===== config.mk =====
export PLATFORM = sky130hd
export DESIGN_NAME = chained_free_sector_allocator_core
export DESIGN_NICKNAME = d
export VERILOG_FILES = /design/src/design/cfsa_pkg.sv /design/src/design/cfsa_cfg.sv /design/src/design/cfsa_div.sv /design/src/design/chained_free_sector_allocator_core.sv
export SDC_FILE = /design/constraint.sdc
export NUM_CORES = 1
export LEC_CHECK = 0
export BUFFER_PORTS_ARGS = -buffer_cell sky130_fd_sc_hd__buf_2
export CAP_MARGIN = 20
export CORE_AREA = 2 2 273 275
export DETAILED_ROUTE_END_ITERATION = 10
export DIE_AREA = 0 0 275 277
export MAX_ROUTING_LAYER = met4
export PLACE_DENSITY_LB_ADDON = 0.12
export SLEW_MARGIN = 20
export SYNTH_ARGS = -nofsm -noshare
export SYNTH_HDL_FRONTEND = slang
export SYNTH_SLANG_ARGS = --single-unit

===== constraint.sdc =====
create_clock -name clk -period 11.21 [get_ports clk]
set_input_delay 1.121 -clock clk [delete_from_list [all_inputs] [get_ports clk]]
set_output_delay 1.121 -clock clk [all_outputs]
set_load 0.05 [all_outputs]

===== src/design/cfsa_pkg.sv =====
package cfsa_pkg;

	localparam int MAX_SECTORS_DEF        = 1024;
	localparam int MAX_RECORD_SECTORS_DEF = 64;
	localparam int SURFACES               = 2;

	// register field widths
	localparam int PC_W  = 4;
	localparam int TPS_W = 11;
	localparam int SPT_W = 11;
	localparam int CAP_W = 13;
	localparam int LEN_W = 16;

	// derived geometry widths
	localparam int PSURF_W = TPS_W + SPT_W;
	localparam int PPLAT_W = PSURF_W + 1;
	localparam int PROD_W  = PPLAT_W + PC_W;
	localparam int LIM_W   = CAP_W + 7;

	// result field widths
	localparam int STATUS_W = 2;
	localparam int SIDX_W   = 10;
	localparam int PLAT_W   = 3;
	localparam int TRK_W    = 10;
	localparam int SIT_W    = 10;

	localparam int S_TDATA_W = 16;
	localparam int M_TDATA_W = 48;
	localparam int M_TUSER_W = 3;

	localparam int CFG_IDX_W  = 8;
	localparam int CFG_DATA_W = 13;

	localparam logic [CFG_IDX_W-1:0] REG_PLATTER_COUNT      = 8'd0;
	localparam logic [CFG_IDX_W-1:0] REG_TRACKS_PER_SURFACE = 8'd1;
	localparam logic [CFG_IDX_W-1:0] REG_SECTORS_PER_TRACK  = 8'd2;
	localparam logic [CFG_IDX_W-1:0] REG_SECTOR_CAPACITY    = 8'd3;

	localparam logic [PC_W-1:0]  PC_RST  = 4'd1;
	localparam logic [TPS_W-1:0] TPS_RST = 11'd16;
	localparam logic [SPT_W-1:0] SPT_RST = 11'd32;
	localparam logic [CAP_W-1:0] CAP_RST = 13'd512;

	localparam logic [STATUS_W-1:0] ST_PLACED   = 2'd0;
	localparam logic [STATUS_W-1:0] ST_NO_FREE  = 2'd1;
	localparam logic [STATUS_W-1:0] ST_EMPTY    = 2'd2;
	localparam logic [STATUS_W-1:0] ST_TOO_LONG = 2'd3;

	typedef struct packed {
		logic [PC_W-1:0]  platter_count;
		logic [TPS_W-1:0] tracks_per_surface;
		logic [SPT_W-1:0] sectors_per_track;
		logic [CAP_W-1:0] sector_capacity;
	} geom_t;

	typedef struct packed {
		logic [STATUS_W-1:0] status;
		logic [SIDX_W-1:0]   sector_index;
		logic [PLAT_W-1:0]   platter_no;
		logic                surface_no;
		logic [TRK_W-1:0]    track_no;
		logic [SIT_W-1:0]    sector_in_track;
		logic [CAP_W-1:0]    piece_bytes;
		logic                continuation;
		logic                last_piece;
	} res_t;

endpackage


===== src/design/cfsa_cfg.sv =====
module cfsa_cfg (
	input  logic                               clk,
	input  logic                               arst_n,
	input  logic                               cfg_valid,
	output logic                               cfg_ready,
	input  logic [cfsa_pkg::CFG_IDX_W-1:0]     cfg_index,
	input  logic [cfsa_pkg::CFG_DATA_W-1:0]    cfg_data,
	output cfsa_pkg::geom_t                    geom
);
	import cfsa_pkg::*;

	geom_t geom_q;

	assign cfg_ready = 1'b1;
	assign geom      = geom_q;

	always_ff @(posedge clk or negedge arst_n) begin
		if (!arst_n) begin
			geom_q.platter_count      <= PC_RST;
			geom_q.tracks_per_surface <= TPS_RST;
			geom_q.sectors_per_track  <= SPT_RST;
			geom_q.sector_capacity    <= CAP_RST;
		end else if (cfg_valid) begin
			unique case (cfg_index)
				REG_PLATTER_COUNT:      geom_q.platter_count      <= cfg_data[PC_W-1:0];
				REG_TRACKS_PER_SURFACE: geom_q.tracks_per_surface <= cfg_data[TPS_W-1:0];
				REG_SECTORS_PER_TRACK:  geom_q.sectors_per_track  <= cfg_data[SPT_W-1:0];
				REG_SECTOR_CAPACITY:    geom_q.sector_capacity    <= cfg_data[CAP_W-1:0];
				default: ;
			endcase
		end
	end

endmodule


===== src/design/cfsa_div.sv =====
module cfsa_div #(
	parameter int NW = 10,
	parameter int DW = 23
) (
	input  logic          clk,
	input  logic          arst_n,
	input  logic          start,
	input  logic [NW-1:0] dividend,
	input  logic [DW-1:0] divisor,
	output logic          done,
	output logic [NW-1:0] quotient,
	output logic [DW-1:0] remainder
);
	import cfsa_pkg::*;

	localparam int CW = $clog2(NW + 1);

	logic [CW-1:0] cnt_q;
	logic          done_q;
	logic [NW-1:0] quo_q;
	logic [DW-1:0] rem_q;
	logic [DW-1:0] dsr_q;

	logic [DW:0]   trial;
	logic          q_bit;
	logic [DW:0]   diff;
	logic [NW:0]   quo_shift;

	always_comb begin
		trial     = {rem_q, quo_q[NW-1]};
		q_bit     = trial >= {1'b0, dsr_q};
		diff      = trial - {1'b0, dsr_q};
		quo_shift = {quo_q, q_bit};
	end

	always_ff @(posedge clk or negedge arst_n) begin
		if (!arst_n) begin
			cnt_q  <= '0;
			done_q <= 1'b0;
		end else begin
			done_q <= (cnt_q == CW'(1));
			if (start) begin
				cnt_q <= CW'(NW);
			end else if (cnt_q != '0) begin
				cnt_q <= cnt_q - CW'(1);
			end
		end
	end

	// one quotient bit a cycle, restoring
	always_ff @(posedge clk) begin
		if (start) begin
			quo_q <= dividend;
			rem_q <= '0;
			dsr_q <= divisor;
		end else if (cnt_q != '0) begin
			quo_q <= quo_shift[NW-1:0];
			rem_q <= q_bit ? diff[DW-1:0] : trial[DW-1:0];
		end
	end

	assign done      = done_q;
	assign quotient  = quo_q;
	assign remainder = rem_q;

endmodule


===== src/design/chained_free_sector_allocator_core.sv =====
// channel   direction  handshake         content
// s         in         s_tvalid/tready   s_tdata[15:0] record_length
// m         out        m_tvalid/tready   m_tdata address and piece bytes, m_tuser status
//                                        and continuation, m_tlast last piece of record
// cfg       in         cfg_valid/ready   cfg_index register, cfg_data value
//
// An empty or too-long record is answered from the check state. Otherwise two
// passes of the shared bit-serial divider split the first free index into
// platter, surface, track and sector, and then one piece goes out per cycle
// while m is not stalled. Sectors are handed out in index order and never freed,
// so a fill count after reset stands for the whole free map; no clearing pass is
// needed. A stalled m holds the sequencer at the next result.
module chained_free_sector_allocator_core #(
	parameter int MAX_SECTORS        = cfsa_pkg::MAX_SECTORS_DEF,
	parameter int MAX_RECORD_SECTORS = cfsa_pkg::MAX_RECORD_SECTORS_DEF
) (
	input  logic                             clk,
	input  logic                             arst_n,
	input  logic                             s_tvalid,
	output logic                             s_tready,
	input  logic [cfsa_pkg::S_TDATA_W-1:0]   s_tdata,  // [15:0] record_length
	output logic                             m_tvalid,
	input  logic                             m_tready,
	// [9:0] sector_index, [12:10] platter_no, [13] surface_no, [23:14] track_no,
	// [33:24] sector_in_track, [46:34] piece_bytes, [47] zero
	output logic [cfsa_pkg::M_TDATA_W-1:0]   m_tdata,
	output logic [cfsa_pkg::M_TUSER_W-1:0]   m_tuser,  // [1:0] status, [2] continuation
	output logic                             m_tlast,
	input  logic                             cfg_valid,
	output logic                             cfg_ready,
	input  logic [cfsa_pkg::CFG_IDX_W-1:0]   cfg_index,
	input  logic [cfsa_pkg::CFG_DATA_W-1:0]  cfg_data
);
	import cfsa_pkg::*;

	localparam int IW    = (MAX_SECTORS > 1) ? $clog2(MAX_SECTORS) : 1;
	localparam int CNT_W = IW + 1;

	localparam logic [2:0] ST_IDLE  = 3'd0;
	localparam logic [2:0] ST_CHECK = 3'd1;
	localparam logic [2:0] ST_TOTAL = 3'd2;
	localparam logic [2:0] ST_START = 3'd3;
	localparam logic [2:0] ST_DIV1  = 3'd4;
	localparam logic [2:0] ST_DIV2  = 3'd5;
	localparam logic [2:0] ST_PIECE = 3'd6;
	localparam logic [2:0] ST_FULL  = 3'd7;

	geom_t geom;

	logic [2:0]        state_q;
	logic [CNT_W-1:0]  fill_q;
	logic              m_tvalid_q;
	res_t              res_q;

	logic [LEN_W-1:0]   len_q;
	logic [LEN_W-1:0]   rem_q;
	logic               cont_q;
	logic [CNT_W-1:0]   total_q;
	logic [PSURF_W-1:0] per_surf_q;
	logic [PC_W-1:0]    plat_q;
	logic               surf_q;
	logic [TPS_W-1:0]   trk_q;
	logic [SPT_W-1:0]   sec_q;

	logic               div_start;
	logic [IW-1:0]      div_dividend;
	logic [PPLAT_W-1:0] div_divisor;
	logic               div_done;
	logic [IW-1:0]      div_quo;
	logic [PPLAT_W-1:0] div_rem;

	logic [CAP_W-1:0]   cap_eff;
	logic [LIM_W-1:0]   limit;
	logic               too_long;
	logic [PPLAT_W-1:0] per_plat;
	logic [PROD_W-1:0]  prod;
	logic [CNT_W-1:0]   total_d;
	logic [CAP_W-1:0]   piece;
	logic               piece_last;
	logic               out_free;
	logic               emit;
	res_t               res_d;
	logic               surf_hi;
	logic [PPLAT_W-1:0] r2;
	logic [CNT_W-1:0]   fill_nx;
	logic               sec_wrap;
	logic               trk_wrap;

	cfsa_cfg u_cfg (
		.clk       (clk),
		.arst_n    (arst_n),
		.cfg_valid (cfg_valid),
		.cfg_ready (cfg_ready),
		.cfg_index (cfg_index),
		.cfg_data  (cfg_data),
		.geom      (geom)
	);

	cfsa_div #(
		.NW (IW),
		.DW (PPLAT_W)
	) u_div (
		.clk       (clk),
		.arst_n    (arst_n),
		.start     (div_start),
		.dividend  (div_dividend),
		.divisor   (div_divisor),
		.done      (div_done),
		.quotient  (div_quo),
		.remainder (div_rem)
	);

	assign s_tready = (state_q == ST_IDLE);
	assign out_free = !m_tvalid_q || m_tready;

	always_comb begin
		cap_eff    = (geom.sector_capacity == '0) ? CAP_W'(1) : geom.sector_capacity;
		limit      = LIM_W'(cap_eff) * LIM_W'(MAX_RECORD_SECTORS);
		too_long   = LIM_W'(len_q) > limit;
		per_plat   = {per_surf_q, 1'b0};
		prod       = PROD_W'(per_plat) * PROD_W'(geom.platter_count);
		total_d    = (prod > PROD_W'(MAX_SECTORS)) ? CNT_W'(MAX_SECTORS) : prod[CNT_W-1:0];
		piece      = (rem_q > LEN_W'(cap_eff)) ? cap_eff : rem_q[CAP_W-1:0];
		piece_last = rem_q <= LEN_W'(cap_eff);
		surf_hi    = div_rem >= PPLAT_W'(per_surf_q);
		r2         = surf_hi ? (div_rem - PPLAT_W'(per_surf_q)) : div_rem;
		fill_nx    = fill_q + CNT_W'(1);
		sec_wrap   = ({1'b0, sec_q} + (SPT_W + 1)'(1)) == {1'b0, geom.sectors_per_track};
		trk_wrap   = ({1'b0, trk_q} + (TPS_W + 1)'(1)) == {1'b0, geom.tracks_per_surface};
	end

	// divider: first index over sectors per platter, then the rest over sectors per track
	always_comb begin
		div_start    = 1'b0;
		div_dividend = fill_q[IW-1:0];
		div_divisor  = per_plat;
		if (state_q == ST_START && fill_q < total_q) begin
			div_start = 1'b1;
		end else if (state_q == ST_DIV1 && div_done) begin
			div_start    = 1'b1;
			div_dividend = r2[IW-1:0];
			div_divisor  = PPLAT_W'(geom.sectors_per_track);
		end
	end

	always_comb begin
		emit  = 1'b0;
		res_d = '0;
		res_d.last_piece = 1'b1;
		unique case (state_q)
			ST_CHECK: begin
				if (len_q == '0) begin
					emit         = out_free;
					res_d.status = ST_EMPTY;
				end else if (too_long) begin
					emit         = out_free;
					res_d.status = ST_TOO_LONG;
				end
			end
			ST_PIECE: begin
				emit                  = out_free;
				res_d.status          = ST_PLACED;
				res_d.sector_index    = SIDX_W'(fill_q);
				res_d.platter_no      = PLAT_W'(plat_q);
				res_d.surface_no      = surf_q;
				res_d.track_no        = TRK_W'(trk_q);
				res_d.sector_in_track = SIT_W'(sec_q);
				res_d.piece_bytes     = piece;
				res_d.continuation    = cont_q;
				res_d.last_piece      = piece_last;
			end
			ST_FULL: begin
				emit         = out_free;
				res_d.status = ST_NO_FREE;
			end
			default: ;
		endcase
	end

	always_ff @(posedge clk or negedge arst_n) begin
		if (!arst_n) begin
			state_q    <= ST_IDLE;
			fill_q     <= '0;
			m_tvalid_q <= 1'b0;
		end else begin
			if (emit) begin
				m_tvalid_q <= 1'b1;
			end else if (m_tready) begin
				m_tvalid_q <= 1'b0;
			end
			unique case (state_q)
				ST_IDLE: begin
					if (s_tvalid) begin
						state_q <= ST_CHECK;
					end
				end
				ST_CHECK: begin
					if (len_q == '0 || too_long) begin
						if (out_free) begin
							state_q <= ST_IDLE;
						end
					end else begin
						state_q <= ST_TOTAL;
					end
				end
				ST_TOTAL: state_q <= ST_START;
				ST_START: state_q <= (fill_q < total_q) ? ST_DIV1 : ST_FULL;
				ST_DIV1: begin
					if (div_done) begin
						state_q <= ST_DIV2;
					end
				end
				ST_DIV2: begin
					if (div_done) begin
						state_q <= ST_PIECE;
					end
				end
				ST_PIECE: begin
					if (out_free) begin
						fill_q <= fill_nx;
						if (piece_last) begin
							state_q <= ST_IDLE;
						end else if (fill_nx >= total_q) begin
							state_q <= ST_FULL;
						end
					end
				end
				ST_FULL: begin
					if (out_free) begin
						state_q <= ST_IDLE;
					end
				end
				default: state_q <= ST_IDLE;
			endcase
		end
	end

	always_ff @(posedge clk) begin
		if (emit) begin
			res_q <= res_d;
		end
		if (s_tvalid && s_tready) begin
			len_q  <= s_tdata[LEN_W-1:0];
			rem_q  <= s_tdata[LEN_W-1:0];
			cont_q <= 1'b0;
		end
		if (state_q == ST_CHECK) begin
			per_surf_q <= PSURF_W'(geom.tracks_per_surface) * PSURF_W'(geom.sectors_per_track);
		end
		if (state_q == ST_TOTAL) begin
			total_q <= total_d;
		end
		if (state_q == ST_DIV1 && div_done) begin
			plat_q <= PC_W'(div_quo);
			surf_q <= surf_hi;
		end
		if (state_q == ST_DIV2 && div_done) begin
			trk_q <= TPS_W'(div_quo);
			sec_q <= SPT_W'(div_rem);
		end
		// advance the address to the next index
		if (state_q == ST_PIECE && out_free) begin
			rem_q  <= rem_q - LEN_W'(piece);
			cont_q <= 1'b1;
			if (sec_wrap) begin
				sec_q <= '0;
				if (trk_wrap) begin
					trk_q  <= '0;
					surf_q <= !surf_q;
					if (surf_q) begin
						plat_q <= plat_q + PC_W'(1);
					end
				end else begin
					trk_q <= trk_q + TPS_W'(1);
				end
			end else begin
				sec_q <= sec_q + SPT_W'(1);
			end
		end
	end

	assign m_tvalid = m_tvalid_q;
	assign m_tdata  = {1'b0, res_q.piece_bytes, res_q.sector_in_track, res_q.track_no,
		res_q.surface_no, res_q.platter_no, res_q.sector_index};
	assign m_tuser  = {res_q.continuation, res_q.status};
	assign m_tlast  = res_q.last_piece;

endmodule

==> summary.md <==
| Metric | Value |
|---|---|
| Slew headroom | approximately a quarter |
| DRT antenna net count | 0 |
| Grt total ovfl | 0 |
| Max Clk Rate | 171 MHz |
| CTS tree | built |
| Post-synth EDFFs | 159 |
| Setup TNS | 0 ns |
| Multi-input gate area | 13300 um^2 |
| Final Cycle Share | approximately 52% |
| CP Class | flop to flop |
| Max incr delay on CP | 0.79 ns |
| Avg Cell Area, Syn | between 9 and 10 um^2 |
| Max Root-Sink Buffers | 3 |
| Setup crit start kind | flop |
| Initial DRC count | just over 1000 |
| Avg WL per Cell | 18.6 um |
| Fin cells | 3369 |
| Post-synthesis sequential area ratio | between 30 and 40% |
| FFs w/ async S/R, synth | a little under a quarter |
| Pre-CTS setup slack | roughly 5.3 ns |
| Setup ws final | 5.37 ns |
| Final hold slack | about 0.43 ns |
| Final Hold Vio Count | 0 |
| Boundary Pins | 97 |
| Final Setup Violations | 0 |
| Worst path slowest cell | o311ai_0 |
| Final max-slew violation count | 0 |
| Worst-margin pin slew | between 1 and 1.5 ns |
| Syn nets | approximately 2700 |
| Clk root buf | clkbuf_16 |
| Vias | around 16000 |
| Clk_skew | 0.0102 ns |
| Post-synth cell types | 73 |
| Hold Crit Class | flop to flop |
| DR pass1 iterations | 5 |
| Initial antenna violation count | 1 |
| Maximum number of pins on one net before global-route repair | 60 |
| Die Height | ~280 um |
| Maximum vdd drop | about 0.18 mV |
| DP HPWL | just under 50000 um |
| Total CTS buffers | 31 |
| Post-CTS sizing | 0 |
| Crit end category | flop |
| Ys flop type | edfxtp_1 |
| Arrival time worst endpoint | 6.18 ns |
| Cells after Synth | between 2000 and 2500 |
| GPL Wtd Cong | ~0.84 |
| Vias per cell | about 4.9 |
| Final net count | between 2000 and 3000 |
| Worst EP required | about 12 ns |
| Vias in the first global route | approximately 17000 |
| Post-CTS setup buffer count | 0 |
| P&R area growth vs syn | 11.3% |
| Cts hold-fix bufs | 0 |
| Global-route wire length before repair | between 100000 and 150000 um |
| CTS clk-pin slew, worst paths | 0.06 ns |
| Share of post-route cells with drive strength above 1 | 9.80% |
| Initial Utilization | ~30% |
| Final core utilization | 33.0% |
| Clk_lat worst skew | 0.59 ns |
| Drt total wl | between 60000 and 70000 um |
| Num rows | 100 |
| Num Clock Sinks | roughly 260 |
| Worst-path maximum fanout | 14 |
| RSZ-0062 raised after global routing | no |
| Outcome | completed |
| Number of port buffers | 94 |
| Max_cap viols | 0 |
| Die area | 76200 um^2 |
| Leak pwr | between 10 and 15 nW |
| Area after DPL | roughly 23000 um^2 |
| Crit path cell chain | nand2_1 -> fa_1 -> fa_1 -> fa_1 -> inv_1 -> fa_1 -> inv_1 -> fa_1 -> inv_1 -> ha_1 -> o311ai_0 -> o211a_1 -> o31ai_1 -> o21ai_0 -> nand2b_1 -> a21oi_1 -> xnor2_1 |
| Placed cell count | about 3300 |
| Cell repeated most along the worst path | fa_1 |
| Warnings from Yosys | 0 |
| Final instance area | approximately 24000 um^2 |
| DRC | 0 |
| FF+latch area | between 7000 and 8000 um^2 |
| Design Power | 5.12 mW |
| Core area | approximately 74000 um^2 |
| Crit path time final | 5.84 ns |
| H-tree levels | 1 |
| PwrDens | approximately 210 nW/um^2 |
| Chip Width | 275 um |
| #FFs+latches synth | 257 |
| Number of fill cells in the layout | between 7000 and 8000 |
| Mapped cell area | between 20000 and 25000 um^2 |
| GRT Util Overall | ~17% |
layout make-up:
| class | count | share of cell area (%) |
|---|---|---|
| sequential | 257 | 29.0 |
| multi-input combinational | 1677 | 54.9 |
| inverter | 296 | 4.57 |
| antenna | 3 | 0.0309 |
| clock inverter | 17 | 0.644 |
| clock buffer | 41 | 3.55 |
| tap | 969 | 4.99 |
| timing repair buffer | 109 | 2.40 |
layout by cell type (no fill, tap or decap), types with 9 or more instances in the layout:
cell type  instances
mux2i_1           29
nor2_1           111
a31oi_1           14
a21oi_1           79
xnor2_1           52
dfrtp_1           55
xor2_1            48
nand4_1           20
o31ai_1           20
or2_2             14
clkbuf_16         31
a311oi_1           9
nand3_1           43
or3_1             13
dfxtp_1           39
o2111ai_1         13
and2_1           157
edfxtp_1         159
o211ai_1          15
o21ai_0          100
inv_1            296
mux2_2            46
nand2_1          252
buf_4             15
nand2b_1          19
nand3b_1          10
nor3_1            40
fa_1             123
and3_1            22
and4_1             9
o21a_1            27
a21o_1            25
clkinv_2           9
nor2b_1           32
ha_1             196
buf_2             94
nor3b_1           10
a211oi_1          17
cells by family (layout without fill, tap and decap cells):
group           Yosys count  in the layout  synth area share, %
fa+ha+maj               319            319                 22.5
compound gates          398            398                 12.0
xor+xnor                107            107                 4.74
other cells               2              5               0.0344
flops                   257            257                 32.2
buf+inv                 393            463                 6.83
simple gates            776            776                 18.0
mux                      75             75                 3.70
Yosys cell counts, drive strengths merged, types with 6 or more instances:
cell type | count | area share (%)
ha | 196 | 11
nand2 | 253 | 4.3
nor3 | 40 | 0.92
nand2b | 19 | 0.54
and2 | 157 | 4.5
o2111ai | 13 | 0.52
o31ai | 20 | 0.69
clkbuf | 82 | 1.4
buf | 15 | 0.33
xnor2 | 52 | 2.1
nor3b | 10 | 0.34
inv | 296 | 5.1
fa | 123 | 11
o211ai | 15 | 0.52
dfxtp | 39 | 3.6
a311oi | 9 | 0.36
edfxtp | 159 | 22
nand3b | 10 | 0.34
nand4 | 20 | 0.57
o221ai | 7 | 0.28
o21a | 27 | 0.93
o21ai | 105 | 2.4
mux2 | 46 | 2.4
a22oi | 6 | 0.21
a211oi | 18 | 0.64
xnor3 | 6 | 0.62
nand3 | 43 | 0.99
and3 | 22 | 0.63
a21boi | 9 | 0.31
o22ai | 9 | 0.29
nor4 | 9 | 0.33
or3 | 13 | 0.37
a21oi | 79 | 1.8
a31oi | 14 | 0.40
o311ai | 6 | 0.24
dfrtp | 55 | 6.3
nor2 | 114 | 2.0
xor2 | 48 | 1.9
mux2i | 29 | 1.3
a21o | 25 | 0.86
a2111oi | 6 | 0.27
or2 | 14 | 0.40
nor2b | 32 | 0.92
and4 | 9 | 0.36
where the power goes:
part / leakage (nW) / switching (mW) / internal, mW / total, mW
sequential: 2.62 / 0.333 / 1.37 / 1.71
clock: 0.505 / 0.422 / 0.588 / 1.01
combinational: 7.82 / 1.51 / 0.889 / 2.40
total: 10.9 / 2.27 / 2.85 / 5.12
sequential cells by signal, summed over array words and instances, names as in the netlist, 3 cells and up:
name / cells
m_tdata: 47
u_cfg.geom: 39
u_div.dsr_q: 23
u_div.remainder: 23
per_surf_q: 22
len_q: 16
rem_q: 16
fill_q: 11
sec_q: 11
trk_q: 11
total_q: 10
u_div.quotient: 10
u_div.cnt_q: 4
m_tuser: 3
plat_q: 3
state_q: 3
final timing paths:
check	startpoint	endpoint	slack, ns	cells after the start
max	u_cfg.geom[17]$_DFFE_PN0P_	per_surf_q[20]$_DFFE_PP_	5.37	17
min	cont_q$_SDFFE_PP1P_	cont_q$_SDFFE_PP1P_	0.43	2
max reg2reg	u_cfg.geom[17]$_DFFE_PN0P_	per_surf_q[20]$_DFFE_PP_	5.37	17
min reg2reg	cont_q$_SDFFE_PP1P_	cont_q$_SDFFE_PP1P_	0.43	2
max in group asynchronous	arst_n	u_div.done$_DFF_PN0_	9.88	2
min in group asynchronous	arst_n	u_cfg.geom[11]$_DFFE_PN0P_	0.73	2
layer usage:
metal | GRT usage, % | vias to the layer above | share of wire [%]
li1 | - | 8065 | -
met1 | 23.6 | 8034 | 48
met2 | 27.5 | 279 | 47
met3 | 1.41 | 67 | 3.1
met5 | - | - | 0
met4 | 3.95 | 0 | 2.2
worst max-delay path, delay by kind of cell, from the launching register on:
| kind | cells | cell delay, ns |
|---|---|---|
| fa+ha+maj | 6 | 2.90 |
| compound gates | 5 | 1.55 |
| flops | 1 | 0.68 |
| simple gates | 2 | 0.23 |
| buf+inv | 3 | 0.15 |
| xor+xnor | 1 | 0.08 |
No activity file was read; power rests on OpenSTA's default activity.
